==> config.mk <==
export PLATFORM = sky130hd
export DESIGN_NAME = irmc_xform
export DESIGN_NICKNAME = d
export VERILOG_FILES = /design/src/rtl/core/irmc_pkg.sv /design/src/rtl/core/irmc_xform.sv
export SDC_FILE = /design/constraint.sdc
export NUM_CORES = 1
export LEC_CHECK = 0
export BUFFER_PORTS_ARGS = -buffer_cell sky130_fd_sc_hd__buf_2
export CAP_MARGIN = 0
export CORE_UTILIZATION = 28
export DETAILED_ROUTE_END_ITERATION = 7
export SYNTH_ARGS = -nofsm -noshare
export SYNTH_HDL_FRONTEND = slang
export SYNTH_SLANG_ARGS = --single-unit
==> constraint.sdc <==
create_clock -name clk -period 15.7 [get_ports clk]
set_input_delay 0.785 -clock clk [delete_from_list [all_inputs] [get_ports clk]]
set_output_delay 0.785 -clock clk [all_outputs]
set_load 0.05 [all_outputs]
==> src/rtl/core/irmc_pkg.sv <==
// ----------------------------------------------------------------------------
// irmc_pkg
// Shared codes and types of the frame rotate / mirror / crop engine.
// ----------------------------------------------------------------------------
package irmc_pkg;

  localparam int MODE_W    = 3;
  localparam int DIM_REG_W = 9;
  localparam int CFG_IDX_W = 3;
  localparam int PORT_CH_W = 8;

  localparam logic [MODE_W-1:0] MODE_ROT_CCW = 3'd0;
  localparam logic [MODE_W-1:0] MODE_ROT_CW  = 3'd1;
  localparam logic [MODE_W-1:0] MODE_MIR_H   = 3'd2;
  localparam logic [MODE_W-1:0] MODE_MIR_V   = 3'd3;
  localparam logic [MODE_W-1:0] MODE_RESIZE  = 3'd4;

  localparam logic [CFG_IDX_W-1:0] REG_MODE       = 3'd0;
  localparam logic [CFG_IDX_W-1:0] REG_SRC_WIDTH  = 3'd1;
  localparam logic [CFG_IDX_W-1:0] REG_SRC_HEIGHT = 3'd2;
  localparam logic [CFG_IDX_W-1:0] REG_DST_WIDTH  = 3'd3;
  localparam logic [CFG_IDX_W-1:0] REG_DST_HEIGHT = 3'd4;

  localparam logic [DIM_REG_W-1:0] DIM_RESET = 9'd256;

  localparam logic KIND_LOAD  = 1'b0;
  localparam logic KIND_FETCH = 1'b1;

  typedef enum logic [1:0] {
    ST_IDLE,
    ST_CALC,
    ST_EXEC,
    ST_READ
  } state_t;

  typedef struct packed {
    logic black;
    logic last;
  } xf_flags_t;

endpackage

==> src/rtl/core/irmc_xform.sv <==
// ----------------------------------------------------------------------------
// irmc_xform
// Maps the output position to a frame store address, flags padding and the
// final pixel, steps the output position and computes the frame size.
// ----------------------------------------------------------------------------
module irmc_xform #(
  parameter int MAX_DIM = 256
) (
  input  logic                                        clk,
  input  logic [irmc_pkg::MODE_W-1:0]                 mode,
  input  logic [irmc_pkg::DIM_REG_W-1:0]              src_width,
  input  logic [irmc_pkg::DIM_REG_W-1:0]              src_height,
  input  logic [irmc_pkg::DIM_REG_W-1:0]              dst_width,
  input  logic [irmc_pkg::DIM_REG_W-1:0]              dst_height,
  input  logic [$clog2(MAX_DIM)-1:0]                  out_col,
  input  logic [$clog2(MAX_DIM)-1:0]                  out_row,
  output logic [$clog2(MAX_DIM*MAX_DIM+1)-1:0]        total_r,
  output logic [$clog2(MAX_DIM*MAX_DIM)-1:0]          addr_r,
  output logic [$clog2(MAX_DIM)-1:0]                  col_nxt_r,
  output logic [$clog2(MAX_DIM)-1:0]                  row_nxt_r,
  output irmc_pkg::xf_flags_t                         flags_r
);
  import irmc_pkg::*;

  localparam int DIM_W  = $clog2(MAX_DIM + 1);
  localparam int CNT_W  = $clog2(MAX_DIM);
  localparam int ADDR_W = $clog2(MAX_DIM * MAX_DIM);
  localparam int LC_W   = $clog2(MAX_DIM * MAX_DIM + 1);
  localparam int VW     = (DIM_W > DIM_REG_W) ? DIM_W : DIM_REG_W;
  localparam int PW     = 2 * DIM_W;

  function automatic logic [DIM_W-1:0] dim_of(input logic [DIM_REG_W-1:0] v);
    logic [VW-1:0] ve;
    ve = VW'(v);
    if (ve == '0) begin
      dim_of = DIM_W'(1);
    end else if (ve > VW'(MAX_DIM)) begin
      dim_of = DIM_W'(MAX_DIM);
    end else begin
      dim_of = DIM_W'(ve);
    end
  endfunction

  logic [DIM_W-1:0]  w, h, ow, oh, col_e, row_e, sr, sc;
  logic [PW-1:0]     prod, tot;
  logic              black, last, wrap;
  logic [LC_W-1:0]   total_nxt;
  logic [ADDR_W-1:0] addr_nxt;
  logic [CNT_W-1:0]  col_nxt, row_nxt;
  xf_flags_t         flags_nxt;

  always_comb begin
    w     = dim_of(src_width);
    h     = dim_of(src_height);
    col_e = DIM_W'(out_col);
    row_e = DIM_W'(out_row);
    ow    = w;
    oh    = h;
    sr    = '0;
    sc    = '0;
    black = 1'b0;
    unique case (mode)
      MODE_ROT_CCW: begin
        ow = h;
        oh = w;
        sr = col_e;
        sc = w - DIM_W'(1) - row_e;
      end
      MODE_ROT_CW: begin
        ow = h;
        oh = w;
        sr = h - DIM_W'(1) - col_e;
        sc = row_e;
      end
      MODE_MIR_H: begin
        sr = row_e;
        sc = w - DIM_W'(1) - col_e;
      end
      MODE_MIR_V: begin
        sr = h - DIM_W'(1) - row_e;
        sc = col_e;
      end
      default: begin
        ow = dim_of(dst_width);
        oh = dim_of(dst_height);
        if (row_e < h && col_e < w) begin
          sr = row_e;
          sc = col_e;
        end else begin
          black = 1'b1;
        end
      end
    endcase

    prod      = sr * w;
    tot       = w * h;
    addr_nxt  = ADDR_W'(prod + PW'(sc));
    total_nxt = LC_W'(tot);

    last = (row_e + DIM_W'(1) == oh) && (col_e + DIM_W'(1) == ow);
    wrap = (col_e + DIM_W'(1) >= ow);
    if (last) begin
      col_nxt = '0;
      row_nxt = '0;
    end else if (wrap) begin
      col_nxt = '0;
      row_nxt = CNT_W'(row_e + DIM_W'(1));
    end else begin
      col_nxt = CNT_W'(col_e + DIM_W'(1));
      row_nxt = out_row;
    end

    flags_nxt.black = black;
    flags_nxt.last  = last;
  end

  always_ff @(posedge clk) begin
    total_r   <= total_nxt;
    addr_r    <= addr_nxt;
    col_nxt_r <= col_nxt;
    row_nxt_r <= row_nxt;
    flags_r   <= flags_nxt;
  end

endmodule

-- Yosys cells after proc, flatten, opt, wreduce, memory -nomap -nowiden
Cells that the tools add are included.
- equal/unequal tests: 5
- multipliers: 2
- magnitude comparators: 7
- multiplexer cells: 16
- add/sub/neg operators: 9
- reduce and logical (&&, ||, !) cells: 11
- operator list (cell ; count):
    2-to-1 mux 9 bit ; 8
    one-hot mux 9 bit (4 select lines) ; 2
    > comparator 9 bit, second input constant ; 4
    zero test 9 bit ; 4
    one-hot mux 9 bit (2 select lines) ; 2
    subtractor 9 x 8 -> 9 bit ; 4
    2-to-1 mux 8 bit ; 3
    adder 8 x 1 -> 9 bit, second input constant ; 2
    == test 9 bit ; 2
    < comparator 8 x 9 -> 1 bit ; 2
    subtractor 9 x 1 -> 9 bit, second input constant ; 2
    multiplier 9 x 9 -> 17 bit ; 1
    adder 16 x 9 -> 16 bit ; 1
    multiplier 9 x 9 -> 16 bit ; 1
    >= comparator 9 bit ; 1
    == test 3 x 2 -> 1 bit, second input constant ; 2
    OR reduction 2 bit ; 3
    OR reduction 4 bit ; 1
    == test 3 x 1 -> 1 bit, second input constant ; 1
    zero test 3 bit ; 1
    logical AND 1 bit ; 2
    2-to-1 mux 1 bit ; 1
- output and inout bits: 51
- register bits after elaboration: 51
- input bits: 56

-- Depth between registers and ports, before layout
Gate-level depths: netlist of run 1.
- depth after elaboration: 9
- mapped depth: 35
- gate-level depth less buffers: 35

-- Worst setup path after synthesis of run 1
No wires, ideal clock.
- path kind: in2reg
- start point: in src_height[3] in the netlist's numbering
- end point: reg addr_r[14]
- stages on the path: 33
- buffers on the path: 0
- setup slack: 7.298 ns
- required time: 15.628 ns
- data arrival time: 8.330 ns
- setup time: 0.072 ns
- path through: nor4_4 a21oi_1 nor2_1 clkinv_1 ha_1 xnor2_1 ha_1 nand2_1 a211oi_1 o41ai_2 or2b_1 a21oi_1 xor2_1 nor2_1 a211oi_2 nor2_1 fa_1 inv_1 fa_1 inv_1 fa_1 fa_1 inv_1 fa_1 inv_1 ha_1 and2_1 o21ai_0 o31ai_1 or4_1 a41o_1 a21oi_1 xnor2_1
- longest elaborated chain between the ends: 9
- elaborated cells on any way between the ends: 15
- classes of those cells: add/sub: 4; mul: 1; order compare: 2; mux: 6; reduce/logical: 2
- ends and longest elaborated chain (what ; line ; RTL):
    from (decl) ; irmc_xform.sv:12 ; input logic [irmc_pkg::DIM_REG_W-1:0] src_height,
    > comparator 9 bit ; irmc_xform.sv:37 ; end else if (ve > VW'(MAX_DIM)) begin
    2-to-1 mux 9 bit ; irmc_xform.sv:37 ;
    2-to-1 mux 9 bit * ; irmc_xform.sv:35 ; if (ve == '0) begin
    parallel branches: the longest is 5 deep, another holds multiplier 9 x 9 -> 16 bit ; - ;
    adder 16 x 9 -> 16 bit * ; irmc_xform.sv:97 ; addr_nxt = ADDR_W'(prod + PW'(sc));
    via addr_nxt[14] ; irmc_xform.sv:48 ; logic [ADDR_W-1:0] addr_nxt;
    to (signal assigned) ; irmc_xform.sv:119 ; addr_r <= addr_nxt;
    to (decl) ; irmc_xform.sv:18 ; output logic [$clog2(MAX_DIM*MAX_DIM)-1:0] addr_r,
Mark *: on every way through the listed nets, which the timed path passes.
A chain may end at the register's enable or synchronous reset.

-- Worst setup path in the final report of run 1
- start point: in src_height[7] in the netlist's numbering
- end point: reg addr_r[14]
Same word-level chain as after synthesis.

==> results of run 1 <==
==> sequential cells by signal (all words and copies together) (netlist names) <==
signal / flops
total_r: 17
row_nxt_r: 8
addr_r: 16
flags_r: 2
col_nxt_r: 8
==> kinds of logic after synthesis <==
| group | after synthesis | share of synthesized area (%) |
|---|---|---|
| muxes | 20 | 2.22 |
| AOI/OAI and AO/OA | 172 | 12.4 |
| and+or+nand+nor | 359 | 18.9 |
| DFF | 51 | 11.1 |
| buffers and inverters | 202 | 8.43 |
| adders and majority gates | 228 | 39.6 |
| xor gates and xnor gates | 77 | 7.34 |
==> metal layers <==
metal  routed length [um]  track usage, %
met3                 2020            2.70
met4                  403            4.37
met2                12900            27.5
met1                11700            22.2
met5                    0               0
==> final timing paths <==
kind | start | to | slack, ns | cells past startpoint
worst max-delay path | src_height[7] | addr_r[14]$_DFF_P_ | 6.37 | 34
worst min-delay path | out_row[1] | row_nxt_r[1]$_SDFF_PP0_ | 0.85 | 3
==> synthesized netlist by cell type (all sizes together), types with 3 or more instances <==
library cell / number
clkinv: 7
mux2: 3
nor4: 7
nor3: 13
mux2i: 17
nor3b: 9
a21oi: 53
or3: 6
a21boi: 5
o21bai: 5
o21ba: 5
clkbuf: 34
nand4: 6
nand3b: 3
a22oi: 7
and3: 9
and2: 24
or2: 5
o31ai: 5
xnor2: 58
nand3: 20
and2b: 4
ha: 123
a222oi: 6
xor2: 19
fa: 105
a211oi: 7
or4: 3
nand2b: 11
o21ai: 38
dfxtp: 51
nor2b: 19
buf: 11
a21o: 20
nand2: 110
nor2: 105
inv: 150
==> area by class of cell <==
| type | instances | area [um^2] |
|---|---|---|
| fillers | 3449 | 21500 |
| inverters | 157 | 589 |
| multi-input cells | 856 | 7400 |
| repair buffers | 117 | 613 |
| flip-flops and latches | 51 | 1020 |
| diodes | 3 | 7.51 |
| clock inverters | 3 | 67.6 |
| well taps | 435 | 544 |
| clock buffers | 5 | 125 |
==> power by group through the flow <==
| stage | logic (mW) | clock network (mW) | registers (mW) |
|---|---|---|---|
| floorplan | 0.338 | 0 | 0.299 |
| global placement | 0.593 | 0 | 0.177 |
| detailed placement | 0.599 | 0 | 0.177 |
| CTS | 0.605 | 0.151 | 0.175 |
| global route | 0.667 | 0.155 | 0.177 |
| finish | 0.597 | 0.144 | 0.173 |
==> per-stage QoR <==
step | hold WS [ns] | power [mW]
finish | 0.847 | 0.915
global route | 0.863 | 0.999
CTS | 0.830 | 0.930
detailed placement | 1.16 | 0.776
global placement | 1.16 | 0.770
floorplan | 0.921 | 0.637
==> impl_metrics.toml, run 1 <==
[sta]
hold_violations = 0
tightestPinTransition_ns = 0.831
maxSlewViolCount = 0
final.setup.tns_ns = 0
setup_violations = 0
finalWorstSetupSlack_ns = 6.37
fmax_mhz = 107
relSlewSlack_pct = 44.6
fin_crit_ns = 9.33
rsz0062_at_grt = "no"
min_period_over_period_pct = 59.4

[setup_path]
crit_path_top_delay_cell = "fa_1"
worst_path_largest_cell_delay_ns = 0.54
worstPathRequired_ns = 15.95
cp_max_fo = 9
critPathBufInv = 6
start_kind = "primary input"
crit_type = "in2reg"
arrival_ns = 9.58
critical_path.top_delay_family = "adder cells"
cp-end-kind = "flip-flop"
crit_top_cell = "fa_1"

[placed_design]
placed_cell_area_mm2 = 0.0102
dp.cells = 1616
dp_hpwl_um = 21600
io_buffers = 106
dp_slack_ns = 6.12
globalplace.congestion = 0.912

[cts]
cts_made_buffers = 5
cts_buffer_depth = 2
h-tree-depth = 2
ctsHoldBuffers = 0
cts_sinks = 51
cts_tree = "done"
post-cts-setup-buffer-count = 0
post_cts_resize_count = 0
cts_root_buffer = "clkbuf_16"
path_clk_slew_ns = 0.07

[yosys]
synth_seq_cells = 51
yosysTopAreaCell = "fa_1"
synth.area.top_cells = "fa_1 (23%), ha_1 (17%), dfxtp_1 (11%), inv_1 (6.0%), xnor2_1 (5.5%)"
synth_cell_types = 66
syn_nets = 1393
yosysSeqAreaShare_pct = 11.1
synthArstFlopShare_pct = 0
yosysWarnings = 0
syn_area_per_cell_um2 = 8.29
synth_top_area_share_pct = 22.9
synth-edff-count = 0
synthCells = 1109
synthesis.area_mm2 = 0.00919
synthFlopType = "dfxtp_1"

[route]
vias = 7978
route.detailed.drc = 0
drt-initial-drc-count = 644
drt-total-wl_um = 27000
viasPerCell = 4.90
ant_nets = 0
routedWlPerCell_um = 16.6
dr.pass1.iters = 5

[cells_and_area]
final_cell_count_no_fill = 1627
final_common_cell = "inv_1"
layout-drive-gt1-share_pct = 12.6
design_area_mm2 = 0.0104
layout_common_cells = "inv_1 (148), ha_1 (123), nand2_1 (110)"
final_util_pct = 32.5
area_growth_pct = 12.8
final_nets = 1472

[global_route]
grt_overflow = 0
grt_max_degree = 49
grt_pass1_wl_um = 43300
grt_usage_pct = 16.6
antenna_found_initial = 3
grt_pass1_vias = 8014

[floorplan]
die_w_um = 183
die_h_um = 183
core.rowCount = 65
die_area_mm2 = 0.0335
fp.coreArea_mm2 = 0.0319
io_pins = 107
start_util_pct = 28.8

[power_and_ir_drop]
comb_power_share_pct = 65.3
power.leakage_nw = 5.27
p_switching_mw = 0.451
power.clock.fraction_pct = 15.8
vdd_ir_drop_max_uv = 38.7
pwr-share-seq_pct = 18.9
switching_share_pct = 49.3
power_density_mw_per_mm2 = 88.3
p_int_mw = 0.464

[min_path]
hold_class = "in2reg"

[outcome]
status = "complete, no violations"

[run]
cap_violations = 0
Power figures use the tool's default switching activity.
==> run 2, diff against run 1 <==
--- a/config.mk
+++ b/config.mk
@@ -5,6 +5,7 @@
 export SDC_FILE = /design/constraint.sdc
 export NUM_CORES = 1
 export LEC_CHECK = 0
+export ABC_AREA = 1
 export BUFFER_PORTS_ARGS = -buffer_cell sky130_fd_sc_hd__buf_2
 export CAP_MARGIN = 0
 export CORE_UTILIZATION = 28
==> constraint.sdc (replaced) <==
create_clock -name clk -period 7.7 [get_ports clk]
set_input_delay 0.385 -clock clk [delete_from_list [all_inputs] [get_ports clk]]
set_output_delay 0.385 -clock clk [all_outputs]
set_load 0.05 [all_outputs]
==> run 2 against run 1 <==
Effect of this change: synthesized cell count increased by 14%; setup slack got worse by 5.8 ns; non-clock buffer count increased by 39; cell count increased by 13%; core utilization increased by 0.59 points; via count increased by 10%; global-route usage increased by 1.9 points; area after synthesis increased by 0.97%; critical endpoint is now addr_r[15]$_DFF_P_; sequential share of layout area decreased by 0.37 points.
==> impl_metrics.toml, run 2 <==
[outcome]
status = "complete, no violations"

[setup_path]
crit_path_top_delay_cell = "fa_1"
crit_top_cell = "nand2_1"
start_kind = "primary input"
worstPathRequired_ns = 7.92
arrival_ns = 7.36
worst_path_largest_cell_delay_ns = 0.55
crit_type = "in2reg"
cp_max_fo = 5
cp-end-kind = "flip-flop"

[floorplan]
core.rowCount = 66
die_h_um = 184
start_util_pct = 28.5
fp.coreArea_mm2 = 0.0325
die_area_mm2 = 0.0339
die_w_um = 184
io_pins = 107

[cts]
cts_made_buffers = 5
cts_root_buffer = "clkbuf_16"
cts_tree = "done"
ctsHoldBuffers = 0
post_cts_resize_count = 0
cts_sinks = 51
path_clk_slew_ns = 0.07
post-cts-setup-buffer-count = 0
h-tree-depth = 2
cts_buffer_depth = 2

[power_and_ir_drop]
p_int_mw = 0.908
power_density_mw_per_mm2 = 175
vdd_ir_drop_max_uv = 178
power_mw = 1.89
pwr-share-seq_pct = 19.0
comb_power_share_pct = 65.9
power.leakage_nw = 5.87
switching_share_pct = 51.9
power.clock.fraction_pct = 15.1
p_switching_mw = 0.978

[sta]
fin_crit_ns = 7.14
final.setup.tns_ns = 0
relSlewSlack_pct = 51.2
tightestPinTransition_ns = 0.730
rsz0062_at_grt = "yes"
hold-worst-slack_ns = 0.381
hold_violations = 0
finalWorstSetupSlack_ns = 0.559
maxSlewViolCount = 0
fmax_mhz = 140
min_period_over_period_pct = 92.7
setup_violations = 0

[yosys]
synth-edff-count = 0
synthCells = 1266
yosysTopAreaCell = "fa_1"
synthFlopType = "dfxtp_1"
yosysMostFrequentCell = "nand2_1"
syn_nets = 1550
yosysWarnings = 0
synth_seq_cells = 51
synth.area.top_cells = "fa_1 (23%), ha_1 (17%), dfxtp_1 (11%), nand2_1 (9.9%), inv_1 (9.1%)"
syn_area_per_cell_um2 = 7.33
synth_cell_types = 46
synthArstFlopShare_pct = 0
synthesis.area_mm2 = 0.00928
yosysSeqAreaShare_pct = 11.0
synth_top_area_share_pct = 22.7
synthTopCellsByCount = "nand2_1 (244), inv_1 (224), nor2_1 (151), ha_1 (123), fa_1 (105)"

[placed_design]
dp_hpwl_um = 24700
dp_slack_ns = 0.0379
dp.cells = 1830
globalplace.congestion = 0.965
placed_cell_area_mm2 = 0.0106
io_buffers = 106

[cells_and_area]
final_util_pct = 33.1
final_nets = 1679
area_growth_pct = 16.1
registers.top_by_ff_count = "total_r"
layout-drive-gt1-share_pct = 14.9
final_common_cell = "nand2_1"
final_cell_count_no_fill = 1838
layout_common_cells = "nand2_1 (244), inv_1 (224), nor2_1 (151)"
diodes = 0
reg.largest.list = "total_r x17, addr_r x16"
design_area_mm2 = 0.0108
largest_reg_flops = 17

[global_route]
grt_max_degree = 36
antenna_found_initial = 0
grt_pass1_wl_um = 47700
grt_overflow = 0
grt_usage_pct = 18.5
grtUsageMet1_pct = 24.5
met2_usage_pct = 30.2
grtUsageMet3_pct = 3.35
grt_busiest_layer = "met2"
grt_pass1_vias = 8826

[route]
vias = 8801
drt-initial-drc-count = 751
viasPerCell = 4.79
ant_nets = 0
dr.pass1.iters = 5
drt-total-wl_um = 30200
route.detailed.drc = 0
routedWlPerCell_um = 16.4

[run]
cap_violations = 0

[min_path]
whs_path_depth = 2
hold_class = "in2reg"
run 2: changes by cell type after synthesis, sizes merged, moves of 18 or more:
| cell | change |
|---|---|
| and2 | -24 |
| inv | +87 |
| nand2 | +140 |
| nand3 | +22 |
| nor2 | +56 |
| nor2b | -19 |
| o221ai | +18 |
| xnor2 | -47 |
| xor2 | +26 |
run 2: final cells by class:
cell class              instances  area [um^2]
clock inverters                 2         38.8
multi-input cells             941         7210
repair buffers                156          906
flip-flops and latches         51         1020
well taps                     442          553
fillers                      3605        21800
inverters                     240          902
clock buffers                   6          139
run 2: power groups by stage:
stage	clock, mW	combinational, mW	sequential (mW)
after CTS	0.298	1.25	0.360
final	0.286	1.24	0.358
after floorplan	0	0.657	0.618
after detailed placement	0	1.23	0.363
after global routing	0.304	1.39	0.366
after global placement	0	1.23	0.364
run 2: path summary, 6_finish.rpt:
kind	start	endpoint	slack (ns)
max	src_height[7]	addr_r[15]$_DFF_P_	0.56
min	out_col[0]	col_nxt_r[0]$_SDFF_PP0_	0.38
run 2: worst max-delay path, delay by kind of cell:
| family | cells | cell delay, ns |
|---|---|---|
| adders and majority gates | 8 | 3.45 |
| xor gates and xnor gates | 1 | 0.17 |
| buffers and inverters | 8 | 0.65 |
| and+or+nand+nor | 22 | 1.93 |
| AOI/OAI and AO/OA | 5 | 0.77 |
run 2: cell families (layout without fill, tap and decap cells):
logic type / count (synthesis) / count (layout) / synth area share [%]
AO/OA/AOI/OAI: 176 / 176 / 11.6
XOR/XNOR: 56 / 56 / 5.29
adder cells (fa/ha/maj): 228 / 228 / 39.2
buffers and inverters: 274 / 404 / 11.4
flip-flops: 51 / 51 / 11.0
multiplexers: 1 / 1 / 0.121
AND/OR/NAND/NOR: 480 / 480 / 21.3
run 2: metal layers:
layer | wire (um) | vias up
met5 | 0 | -
met4 | 818 | 0
met3 | 2270 | 63
met2 | 13700 | 350
met1 | 13400 | 4130
li1 | - | 4258
==> run 3, diff against run 2 <==
--- a/config.mk
+++ b/config.mk
@@ -10,6 +10,7 @@
 export CAP_MARGIN = 0
 export CORE_UTILIZATION = 28
 export DETAILED_ROUTE_END_ITERATION = 7
+export PLACE_DENSITY = 0.56
 export SYNTH_ARGS = -nofsm -noshare
 export SYNTH_HDL_FRONTEND = slang
 export SYNTH_SLANG_ARGS = --single-unit
==> run 3 against run 2 <==
Effect of this change: clock power about the same; fmax decreased by 0.16%; clock-buffer cell count down 1; largest power group unchanged; final area decreased by 0.12%; core utilization is essentially flat.
==> impl_metrics.toml, run 3 (synthesis results as in run 2) <==
[setup_path]
cp_max_fo = 5
crit_path_top_delay_cell = "fa_1"
critical_path.top_delay_family = "adder cells"
worstPathRequired_ns = 7.94
crit_top_cell = "nand2_1"
start_kind = "primary input"
worst_path_largest_cell_delay_ns = 0.55
critPathBufInv = 8
crit_type = "in2reg"
cp-end-kind = "flip-flop"
arrival_ns = 7.39

[route]
vias = 8737
ant_nets = 0
routedWlPerCell_um = 16.4
drt-initial-drc-count = 693
route.detailed.drc = 0
dr.pass1.iters = 5
drt-total-wl_um = 30000
viasPerCell = 4.76

[cts]
cts_tree = "done"
cts_root_buffer = "clkbuf_16"
h-tree-depth = 2
ctsHoldBuffers = 0
cts_buffer_depth = 2
path_clk_slew_ns = 0.10
post-cts-setup-buffer-count = 0
cts_made_buffers = 5
cts_sinks = 51

[placed_design]
dp_hpwl_um = 24700
globalplace.congestion = 0.959
io_buffers = 106

[run]
cap_violations = 0

[global_route]
grtUsageMet3_pct = 3.07
grt_busiest_layer = "met2"
grt_pass1_wl_um = 48000
grt_max_degree = 36
grt_overflow = 0
met2_usage_pct = 31.3
grt_pass1_vias = 8902
antenna_found_initial = 0
grtUsageMet1_pct = 24.3
grt_usage_pct = 18.6

[cells_and_area]
layout-drive-gt1-share_pct = 14.5
registers.top_by_ff_count = "total_r"
layout_common_cells = "nand2_1 (244), inv_1 (224), nor2_1 (151)"
final_common_cell = "nand2_1"
final_nets = 1676
reg.largest.list = "total_r x17, addr_r x16"
area_growth_pct = 16.0
fill_cells = 3575
largest_reg_flops = 17

[sta]
fin_crit_ns = 7.15
fmax_mhz = 140
min_period_over_period_pct = 92.9
setup_violations = 0
hold-worst-slack_ns = 0.403
relSlewSlack_pct = 52.2
final.setup.tns_ns = 0
maxSlewViolCount = 0
hold_violations = 0
rsz0062_at_grt = "no"
tightestPinTransition_ns = 0.715

[min_path]
hold_class = "in2reg"
whs_path_depth = 2
hold_end = "col_nxt_r[0]$_SDFF_PP0_"
hold_start = "out_col[0]"

[floorplan]
fp.coreArea_mm2 = 0.0325
die_h_um = 184
die_w_um = 184
core.rowCount = 66
die_area_mm2 = 0.0339
start_util_pct = 28.5
io_pins = 107

[power_and_ir_drop]
comb_power_share_pct = 65.7
p_int_mw = 0.899
vdd_ir_drop_max_uv = 159
switching_share_pct = 52.1
power_density_mw_per_mm2 = 175
p_switching_mw = 0.980
power.clock.fraction_pct = 15.3
power.leakage_nw = 5.87
pwr-share-seq_pct = 19.1

[outcome]
status = "complete, no violations"
## run 3: changes by cell type in the layout (fill, tap and decap cells not counted)
cell,delta
buf_4,-5
a21oi_2,-1
clkinv_4,+1
a21boi_2,-1
a211oi_1,+1
diode_2,+1
a21boi_1,+1
a21oi_1,+1
buf_12,+2
a211oi_2,-1
clkbuf_8,-1
## run 3: layer usage
layer | part of all wire, % | wire length (um)
met5 | 0 | 0
met4 | 2.5 | 749
met2 | 46 | 13800
met3 | 8.3 | 2500
met1 | 43 | 13000
## run 3: worst max path at each step
stage                             start                 end  slack, ns  cells after the start
final                     src_height[0]  addr_r[15]$_DFF_P_       0.55                     44
after global routing      src_height[7]  addr_r[15]$_DFF_P_       0.02                     44
after CTS                 src_height[7]  addr_r[15]$_DFF_P_       0.42                     41
after detailed placement  src_height[0]  addr_r[15]$_DFF_P_        0.1                     41
after global placement    src_height[7]  addr_r[15]$_DFF_P_       0.16                     44
after floorplan           src_height[7]  addr_r[15]$_DFF_P_       0.46                     43
## run 3: per-stage QoR
stage | total power, mW | utilization [%] | setup slack (ns) | instances | area [um^2]
after floorplan | 1.27 | - | 0.458 | 1266 | 9280
after global placement | 1.60 | 32.5 | 0.156 | 1827 | 10600
after detailed placement | 1.59 | 32.5 | 0.0972 | 1827 | 10600
after CTS | 1.91 | 33.1 | 0.421 | 1835 | 10800
after global routing | 2.06 | 33.1 | 0.0158 | 1835 | 10800
final | 1.88 | 33.1 | 0.547 | 1836 | 10800
## run 3: timing repair
item,4_1_cts,5_1_grt
endpoints found under the hold margin,0,0
setup endpoints to repair,0,2
resized for setup,0,3
## run 3: final cells by class
| cell class | count | area (um^2) | share of cell area (%) |
|---|---|---|---|
| multi-input combinational | 941 | 7200 | 66.9 |
| sequential | 51 | 1020 | 9.49 |
| timing repair buffer | 153 | 908 | 8.44 |
| clock inverter | 3 | 47.5 | 0.442 |
| antenna | 1 | 2.50 | 0.0233 |
| tap | 442 | 553 | 5.14 |
| inverter | 240 | 902 | 8.39 |
| clock buffer | 5 | 125 | 1.16 |
## run 3: power groups by stage
| stage | logic, mW | registers, mW | clock network (mW) |
|---|---|---|---|
| 2_1_floorplan | 0.657 | 0.618 | 0 |
| 3_3_place_gp | 1.23 | 0.365 | 0 |
| 3_5_place_dp | 1.23 | 0.363 | 0 |
| 4_1_cts | 1.24 | 0.360 | 0.303 |
| 5_1_grt | 1.38 | 0.366 | 0.311 |
| 6_report | 1.23 | 0.358 | 0.287 |
